[src/hw/rtl/srdc_pkg.sv]
`timescale 1ns / 1ps

package srdc_pkg;

    // Input beat
    typedef struct packed {
        logic [2:0]  mode;
        logic [7:0]  reg_offset;
        logic [15:0] data_word;
        logic [7:0]  scanline;
    } in_t;

    // Result beat
    typedef struct packed {
        logic [1:0]  kind;
        logic [6:0]  commit_offset;
        logic [15:0] word_value;
        logic        last;
    } out_t;

    // Operation modes
    localparam logic [2:0] MODE_WRITE = 3'd0;
    localparam logic [2:0] MODE_IMM   = 3'd1;
    localparam logic [2:0] MODE_READ  = 3'd2;
    localparam logic [2:0] MODE_SET   = 3'd3;
    localparam logic [2:0] MODE_CLR   = 3'd4;
    localparam logic [2:0] MODE_FLUSH = 3'd5;

    // Result kinds
    localparam logic [1:0] KIND_ACK    = 2'd0;
    localparam logic [1:0] KIND_COMMIT = 2'd1;
    localparam logic [1:0] KIND_READ   = 2'd2;

    // Configuration register indexes
    localparam int         CFG_IDX_W      = 1;
    localparam logic [0:0] CFG_FIRST_LINE = 1'd0;
    localparam logic [0:0] CFG_LAST_LINE  = 1'd1;
    localparam logic [7:0] FIRST_LINE_RST = 8'd161;
    localparam logic [7:0] LAST_LINE_RST  = 8'd225;

    // Special register indexes and bits
    localparam logic [6:0]  IDX_DISPCNT       = 7'd0;
    localparam logic [6:0]  IDX_DISPSTAT      = 7'd2;
    localparam logic [6:0]  IDX_VCOUNT        = 7'd3;
    localparam int          FORCED_BLANK_POS  = 7;
    localparam logic [15:0] DISPSTAT_IRQ_BITS = 16'h0018;

endpackage

[src/hw/rtl/shadow_register_deferred_commit.sv]
`timescale 1ns / 1ps

// Double-buffered display register file. Shadow and live copies sit in two
// RAMs with a registered read; a write updates the shadow copy and
// either commits to the live copy at once (blanking window, forced blank,
// immediate mode) or, with room in the queue, queues it once for a later
// flush. For a write, read or acknowledge item the accept edge launches the
// RAM read, and the ST_EXEC edge does modify and write-back and loads the
// result beat, which raises m_valid. A flush of a non-empty queue steps
// through ST_FL_ORD and ST_FL_COMMIT per queued register, the queue RAM read
// feeding the shadow/live read; an empty flush is acknowledged like any other
// item. While m_ready holds off a finished result, the write-back step stalls.
// Ready drops while an item is in work; one finished result can wait in the
// output register while the next item is accepted.
module shadow_register_deferred_commit #(
    parameter int REG_COUNT = 48
) (
    input  logic                                aclk,
    input  logic                                aresetn,
    input  logic                                s_valid,
    output logic                                s_ready,
    input  srdc_pkg::in_t                       s_payload,
    output logic                                m_valid,
    input  logic                                m_ready,
    output srdc_pkg::out_t                      m_payload,
    input  logic                                cfg_valid,
    output logic                                cfg_ready,
    input  logic [srdc_pkg::CFG_IDX_W-1:0]      cfg_index,
    input  logic [7:0]                          cfg_data
);

    localparam int IDX_W = $clog2(REG_COUNT);
    localparam int CNT_W = $clog2(REG_COUNT + 1);
    localparam logic [CNT_W-1:0] CNT_FULL  = CNT_W'(REG_COUNT);
    localparam logic [7:0]       IDX_LIMIT = 8'(REG_COUNT);
    localparam logic [IDX_W-1:0] I_DISPCNT  = IDX_W'(srdc_pkg::IDX_DISPCNT);
    localparam logic [IDX_W-1:0] I_DISPSTAT = IDX_W'(srdc_pkg::IDX_DISPSTAT);
    localparam logic [IDX_W-1:0] I_VCOUNT   = IDX_W'(srdc_pkg::IDX_VCOUNT);

    localparam logic [1:0] ST_IDLE      = 2'd0;
    localparam logic [1:0] ST_EXEC      = 2'd1;
    localparam logic [1:0] ST_FL_ORD    = 2'd2;
    localparam logic [1:0] ST_FL_COMMIT = 2'd3;

    logic [1:0]           state_reg;
    logic                 out_vld_reg;
    srdc_pkg::out_t       out_reg;
    srdc_pkg::in_t        item_reg;
    logic [IDX_W-1:0]     r_reg;
    logic [7:0]           first_line_reg;
    logic [7:0]           last_line_reg;
    logic [REG_COUNT-1:0] shadow_vld_reg;
    logic [REG_COUNT-1:0] live_vld_reg;
    logic [REG_COUNT-1:0] mark_reg;
    logic [CNT_W-1:0]     count_reg;
    logic [CNT_W-1:0]     ptr_reg;
    logic [CNT_W-1:0]     ptr_next;
    logic                 forced_blank_reg;

    logic                 s_fire;
    logic                 out_free;
    logic [6:0]           s_idx7;
    logic [6:0]           item_idx7;
    logic [IDX_W-1:0]     item_idx;
    logic [6:0]           r_idx7;
    logic [IDX_W-1:0]     rd_idx;
    logic [IDX_W-1:0]     file_raddr;
    logic [IDX_W-1:0]     ord_rd;
    logic [15:0]          sh_rd;
    logic [15:0]          lv_rd;
    logic [15:0]          sh_old;
    logic [15:0]          lv_old;
    logic [15:0]          new_value;
    logic [15:0]          base_val;
    logic [15:0]          new_live;
    logic [15:0]          read_val;
    logic                 in_range;
    logic                 in_win;
    logic                 is_wr;
    logic                 is_rd;
    logic                 do_commit;
    logic                 do_queue;
    logic                 exec_fire;
    logic                 fl_fire;
    logic                 fl_last;
    logic                 sh_we;
    logic                 lv_we;
    logic [IDX_W-1:0]     lv_waddr;
    srdc_pkg::out_t       res;

    assign s_ready   = (state_reg == ST_IDLE);
    assign s_fire    = s_valid && s_ready;
    assign cfg_ready = 1'b1;
    assign m_valid   = out_vld_reg;
    assign m_payload = out_reg;
    assign out_free  = !out_vld_reg || m_ready;

    assign s_idx7    = s_payload.reg_offset[7:1];
    assign item_idx7 = item_reg.reg_offset[7:1];
    assign item_idx  = item_idx7[IDX_W-1:0];
    assign r_idx7    = 7'(r_reg);
    assign rd_idx    = (state_reg == ST_FL_COMMIT) ? r_reg : item_idx;

    // File read address: incoming beat, queued register, or held item
    always_comb begin
        unique case (state_reg)
            ST_IDLE:      file_raddr = s_idx7[IDX_W-1:0];
            ST_FL_ORD:    file_raddr = ord_rd;
            ST_FL_COMMIT: file_raddr = r_reg;
            default:      file_raddr = item_idx;
        endcase
    end

    // Never-written entries read as zero
    assign sh_old = shadow_vld_reg[rd_idx] ? sh_rd : 16'd0;
    assign lv_old = live_vld_reg[rd_idx] ? lv_rd : 16'd0;

    // Decode of the held item
    assign in_range = ({1'b0, item_idx7} < IDX_LIMIT);
    assign in_win   = (item_reg.scanline >= first_line_reg)
                   && (item_reg.scanline <= last_line_reg);
    assign is_wr    = in_range && ((item_reg.mode == srdc_pkg::MODE_WRITE)
                   || (item_reg.mode == srdc_pkg::MODE_IMM)
                   || (item_reg.mode == srdc_pkg::MODE_SET)
                   || (item_reg.mode == srdc_pkg::MODE_CLR));
    assign is_rd    = in_range && (item_reg.mode == srdc_pkg::MODE_READ);
    assign do_commit = is_wr && ((item_reg.mode == srdc_pkg::MODE_IMM)
                    || in_win || forced_blank_reg);
    assign do_queue  = is_wr && !do_commit && !mark_reg[item_idx]
                    && (count_reg < CNT_FULL);

    // Shadow modify
    always_comb begin
        unique case (item_reg.mode)
            srdc_pkg::MODE_SET: new_value = sh_old | item_reg.data_word;
            srdc_pkg::MODE_CLR: new_value = sh_old & ~item_reg.data_word;
            default:            new_value = item_reg.data_word;
        endcase
    end

    // Live commit value; DISPSTAT keeps its non-IRQ live bits and ORs in the new value
    assign base_val = (state_reg == ST_FL_COMMIT) ? sh_old : new_value;
    assign new_live = (rd_idx == I_DISPSTAT)
                    ? ((lv_old & ~srdc_pkg::DISPSTAT_IRQ_BITS) | base_val)
                    : base_val;

    // Read data source
    always_comb begin
        priority if (item_idx == I_DISPSTAT) begin
            read_val = lv_old;
        end else if (item_idx == I_VCOUNT) begin
            read_val = {8'd0, item_reg.scanline};
        end else begin
            read_val = sh_old;
        end
    end

    assign exec_fire = (state_reg == ST_EXEC) && out_free;
    assign fl_fire   = (state_reg == ST_FL_COMMIT) && out_free;
    assign fl_last   = (CNT_W'(ptr_reg + 1'b1) == count_reg);

    // Queue read pointer; the queue RAM is addressed by the next value
    always_comb begin
        ptr_next = ptr_reg;
        if (fl_fire) begin
            ptr_next = fl_last ? '0 : CNT_W'(ptr_reg + 1'b1);
        end
    end

    // Result beat
    always_comb begin
        if (state_reg == ST_FL_COMMIT) begin
            res.kind          = srdc_pkg::KIND_COMMIT;
            res.commit_offset = {r_idx7[5:0], 1'b0};
            res.word_value    = new_live;
            res.last          = fl_last;
        end else if (do_commit) begin
            res.kind          = srdc_pkg::KIND_COMMIT;
            res.commit_offset = {item_idx7[5:0], 1'b0};
            res.word_value    = new_live;
            res.last          = 1'b1;
        end else if (is_rd) begin
            res.kind          = srdc_pkg::KIND_READ;
            res.commit_offset = {item_idx7[5:0], 1'b0};
            res.word_value    = read_val;
            res.last          = 1'b1;
        end else begin
            res.kind          = srdc_pkg::KIND_ACK;
            res.commit_offset = 7'd0;
            res.word_value    = 16'd0;
            res.last          = 1'b1;
        end
    end

    assign sh_we    = exec_fire && is_wr;
    assign lv_we    = (exec_fire && do_commit) || fl_fire;
    assign lv_waddr = rd_idx;

    srdc_ram #(.WIDTH(16), .DEPTH(REG_COUNT)) u_shadow (
        .aclk    (aclk),
        .wr_en   (sh_we),
        .wr_addr (item_idx),
        .wr_data (new_value),
        .rd_addr (file_raddr),
        .rd_data (sh_rd)
    );

    srdc_ram #(.WIDTH(16), .DEPTH(REG_COUNT)) u_live (
        .aclk    (aclk),
        .wr_en   (lv_we),
        .wr_addr (lv_waddr),
        .wr_data (new_live),
        .rd_addr (file_raddr),
        .rd_data (lv_rd)
    );

    srdc_ram #(.WIDTH(IDX_W), .DEPTH(REG_COUNT)) u_order (
        .aclk    (aclk),
        .wr_en   (exec_fire && do_queue),
        .wr_addr (count_reg[IDX_W-1:0]),
        .wr_data (item_idx),
        .rd_addr (ptr_next[IDX_W-1:0]),
        .rd_data (ord_rd)
    );

    // Control state
    always_ff @(posedge aclk) begin
        if (!aresetn) begin
            state_reg        <= ST_IDLE;
            out_vld_reg      <= 1'b0;
            first_line_reg   <= srdc_pkg::FIRST_LINE_RST;
            last_line_reg    <= srdc_pkg::LAST_LINE_RST;
            shadow_vld_reg   <= '0;
            live_vld_reg     <= '0;
            mark_reg         <= '0;
            count_reg        <= '0;
            ptr_reg          <= '0;
            forced_blank_reg <= 1'b0;
        end else begin
            ptr_reg <= ptr_next;

            // Configuration writes
            if (cfg_valid) begin
                unique case (cfg_index)
                    srdc_pkg::CFG_FIRST_LINE: first_line_reg <= cfg_data;
                    srdc_pkg::CFG_LAST_LINE:  last_line_reg  <= cfg_data;
                    default: ;
                endcase
            end

            // Output register
            if (exec_fire || fl_fire) begin
                out_vld_reg <= 1'b1;
            end else if (m_ready) begin
                out_vld_reg <= 1'b0;
            end

            if (sh_we) begin
                shadow_vld_reg[item_idx] <= 1'b1;
            end
            if (lv_we) begin
                live_vld_reg[lv_waddr] <= 1'b1;
                if (lv_waddr == I_DISPCNT) begin
                    forced_blank_reg <= new_live[srdc_pkg::FORCED_BLANK_POS];
                end
            end

            // Queue bookkeeping
            if (exec_fire && do_queue) begin
                mark_reg[item_idx] <= 1'b1;
                count_reg          <= CNT_W'(count_reg + 1'b1);
            end
            if (fl_fire) begin
                mark_reg[r_reg] <= 1'b0;
                if (fl_last) begin
                    count_reg <= '0;
                end
            end

            // Sequencer
            unique case (state_reg)
                ST_IDLE: begin
                    if (s_fire) begin
                        if (s_payload.mode == srdc_pkg::MODE_FLUSH && count_reg != '0) begin
                            state_reg <= ST_FL_ORD;
                        end else begin
                            state_reg <= ST_EXEC;
                        end
                    end
                end
                ST_EXEC: begin
                    if (exec_fire) begin
                        state_reg <= ST_IDLE;
                    end
                end
                ST_FL_ORD: begin
                    state_reg <= ST_FL_COMMIT;
                end
                ST_FL_COMMIT: begin
                    if (fl_fire) begin
                        state_reg <= fl_last ? ST_IDLE : ST_FL_ORD;
                    end
                end
                default: state_reg <= ST_IDLE;
            endcase
        end
    end

    // Payload registers
    always_ff @(posedge aclk) begin
        if (s_fire) begin
            item_reg <= s_payload;
        end
        if (state_reg == ST_FL_ORD) begin
            r_reg <= ord_rd;
        end
        if (exec_fire || fl_fire) begin
            out_reg <= res;
        end
    end

endmodule

[src/hw/rtl/srdc_ram.sv]
`timescale 1ns / 1ps

module srdc_ram #(
    parameter int WIDTH = 16,
    parameter int DEPTH = 48
) (
    input  logic                     aclk,
    input  logic                     wr_en,
    input  logic [$clog2(DEPTH)-1:0] wr_addr,
    input  logic [WIDTH-1:0]         wr_data,
    input  logic [$clog2(DEPTH)-1:0] rd_addr,
    output logic [WIDTH-1:0]         rd_data
);

    logic [WIDTH-1:0] mem_reg [DEPTH];
    logic [WIDTH-1:0] rd_data_reg;

    // One write port, one registered read port
    always_ff @(posedge aclk) begin
        if (wr_en) begin
            mem_reg[wr_addr] <= wr_data;
        end
        rd_data_reg <= mem_reg[rd_addr];
    end

    assign rd_data = rd_data_reg;

endmodule
[config.mk]
export PLATFORM = sky130hd
export DESIGN_NAME = shadow_register_deferred_commit
export DESIGN_NICKNAME = d
export VERILOG_FILES = /design/src/hw/rtl/srdc_pkg.sv /design/src/hw/rtl/shadow_register_deferred_commit.sv /design/src/hw/rtl/srdc_ram.sv
export SDC_FILE = /design/constraint.sdc
export NUM_CORES = 2
export LEC_CHECK = 0
export BUFFER_PORTS_ARGS = -buffer_cell sky130_fd_sc_hd__buf_2
export CAP_MARGIN = 40
export CORE_MARGIN = 8
export CORE_UTILIZATION = 57
export DETAILED_ROUTE_END_ITERATION = 8
export GPL_ROUTABILITY_DRIVEN = 0
export PLACE_DENSITY = 0.76
export SLEW_MARGIN = 20
export SYNTH_ARGS = -nofsm -noshare
export SYNTH_HDL_FRONTEND = slang
export SYNTH_SLANG_ARGS = --single-unit
[constraint.sdc]
create_clock -name aclk -period 5.3 [get_ports aclk]
set_input_delay 1.06 -clock aclk [delete_from_list [all_inputs] [get_ports aclk]]
set_output_delay 1.06 -clock aclk [all_outputs]
set_load 0.005 [all_outputs]
==> impl_metrics.toml <==
[status]
status = "finished with violations"
violations = "design-rule violations"

[route]
drc = 10
ant_nets = 0
drt_iter0_drc = 6731
firstDrtPassIters = 9
num_vias = 48900
routed_via_density = 6.77
wl_per_cell_um = 30.1
wirelength_um = 218000

[logic_synthesis]
synth_edf_count = 1889
synthArstFlopShare = 0
syn-cell-area_mm2 = 0.0843
synthCells = 4890
synthTopCellsByCount = "edfxtp_1, mux4_2, nor2_1"
synth_top_area_cell = "edfxtp_1"
synth_area_leaders = "edfxtp_1, mux4_2, dfxtp_1"
synthFlopType = "edfxtp_1"
avgSynthCellArea_um2 = 17.2
ys_types = 88
synth_most_common_cell = "edfxtp_1"
yosysWarnings = 0
synth_nets = 4958
synth_top_area_share = 0.673
ys_ff_latch = 2103
synth_seq_area_share = 0.723

[critical_path]
critical_path_class = "reg2reg"
crit_path_end = "u_order.mem_reg[21][0]"
start_kind = "flop"
crit_chain = "buf_4 > buf_4 > and2_0 > a2111oi_2 > a311o_1 > a21oi_1 > or4_1 > buf_4 > or4b_1 > nor2_1"
path_depth = 10
worst_path_dominant_cell_family = "simple AND/OR/NAND/NOR gates"
critical_path_buf_inv_count = 3
cp_slowest_cell = "or4b_1"
cpPeakStageDelay_ns = 0.85
reg2reg_depth = 10
cp.arrival_ns = 5.35
rrSetupSlack_ns = 0.39
path_common_cell = "buf_4"
cp-startpoint = "item_idx[0]"
crit_fanout = 29
reg2reg_to = "u_order.mem_reg[21][0]"
r2r_start = "item_idx[0]"
cp_data_required_time_ns = 5.74
end_kind = "flop"

[placement]
pre_cts_ws_ns = 0.631
port_buffers = 74
hpwl_um = 128000
dp_cells = 6829

[final_layout]
area_growth_pct = 13.4
layout-drive-gt1-share = 0.242
final_nets = 5181
stdcell_count = 7228

[timing]
rsz0062_at_grt = "false"
tns_ns = 0
fmax_ghz = 0.204
fin_ws_ns = 0.388
whs_ns = 0.393
layout_min_cycle_time_ns = 4.91
max_slew.worst_pin.slew_ns = 0.912
hold_violations = 0
fin_crit_sh = 0.927
drv_slew = 0
skew_ns = 0.0539
slew_headroom = 0.390
setup_viol = 0

[clocking]
clock_sinks = 2103
cts_setup_buffers = 0
cts_resized = 0
ctsHoldBuffers = 0
clk_pin_slew_ns = 0.06
cts-root-buf = "clkbuf_16"
numCtsBuffers = 202
tritoncts = "yes"
htreeDepth = 4
clockBufferDepth = 3
insertion_delay_ns = 0.85

[power]
p_leak_nw = 30.9
total_power_mw = 35.5
p_per_area_mw_per_mm2 = 372
ir_drop_v = 0.000365

[floorplanning]
die_w_um = 401
placementRows = 141
die_y_um = 401
dieArea_mm2 = 0.161
core-area_mm2 = 0.147
start_util = 0.572
ios = 78

[global_route]
grt_usage = 0.264
grt_first_pass_wirelength_um = 317000
grt-ovfl-total = 0
grt_antenna_before_repair = 11
grt_max_degree = 68
grt_pass1_vias = 48100

[worst_hold_path]
hp-class = "in2reg"

[run]
max_cap_violations = 0
[power breakdown]
group / internal (mW) / switching (mW) / leakage, nW / total [mW]
clock: 7.92 / 6.30 / 3.20 / 14.2
combinational: 1.12 / 1.71 / 8.87 / 2.83
sequential: 18.3 / 0.138 / 18.8 / 18.5
[how the worst min path moves through the flow]
stage | from | endpoint | cells after the start
3_5_place_dp | u_order.rd_data[1] | r_reg[1] | 0
2_1_floorplan | u_order.rd_data[1] | r_reg[1] | 0
3_3_place_gp | u_order.rd_data[1] | r_reg[1] | 0
5_1_grt | s_payload[8] | item_reg[8] | 1
6_report | s_payload[8] | item_reg[8] | 1
4_1_cts | s_payload[20] | item_reg[20] | 1
[per-layer routing]
| layer | vias up | track usage | share of wire |
|---|---|---|---|
| met4 | 6 | 0.0850 | 0.036 |
| met1 | 24800 | 0.354 | 0.37 |
| met2 | 3435 | 0.421 | 0.47 |
| met5 | - | 0 | 0.00021 |
| li1 | 20100 | - | - |
| met3 | 581 | 0.0776 | 0.12 |
[cell type report]
class | count | area [um2]
fillers | 9484 | 51700
clock buffers | 262 | 5390
well taps | 1930 | 2410
repair buffers | 339 | 2970
flip-flops and latches | 2103 | 61000
diodes | 8 | 20.0
multi-input cells | 2432 | 22500
inverters | 35 | 131
clock inverters | 119 | 1220
[through the flow]
| stage | instance area (um2) | util |
|---|---|---|
| after global placement | 88300 | 0.600 |
| after global routing | 95600 | 0.649 |
| after CTS | 95500 | 0.649 |
| after detailed placement | 88900 | 0.604 |
| final | 95600 | 0.649 |
| after floorplan | 84300 | - |
[cell usage in the layout (no fill, tap or decap), types with 77 or more instances in the layout]
| master | Yosys | routed |
|---|---|---|
| nand2_1 | 317 | 317 |
| mux2i_1 | 106 | 106 |
| nor2_1 | 376 | 294 |
| buf_2 | 80 | 81 |
| o22ai_1 | 87 | 87 |
| clkbuf_16 | 0 | 202 |
| a21oi_1 | 153 | 152 |
| o21ai_0 | 185 | 156 |
| nor2_2 | 1 | 77 |
| dfxtp_1 | 214 | 213 |
| buf_4 | 4 | 211 |
| mux4_2 | 454 | 449 |
| edfxtp_1 | 1889 | 1889 |
[cell families after synthesis]
kind of cell | synth area share
adder cells (fa/ha/maj) | 0.00282
flip-flops | 0.723
other | 0.0000891
AO/OA/AOI/OAI | 0.0635
XOR/XNOR | 0.00151
AND/OR/NAND/NOR | 0.0512
buffers and inverters | 0.0174
multiplexers | 0.140
Power figures use the tool's default switching activity.
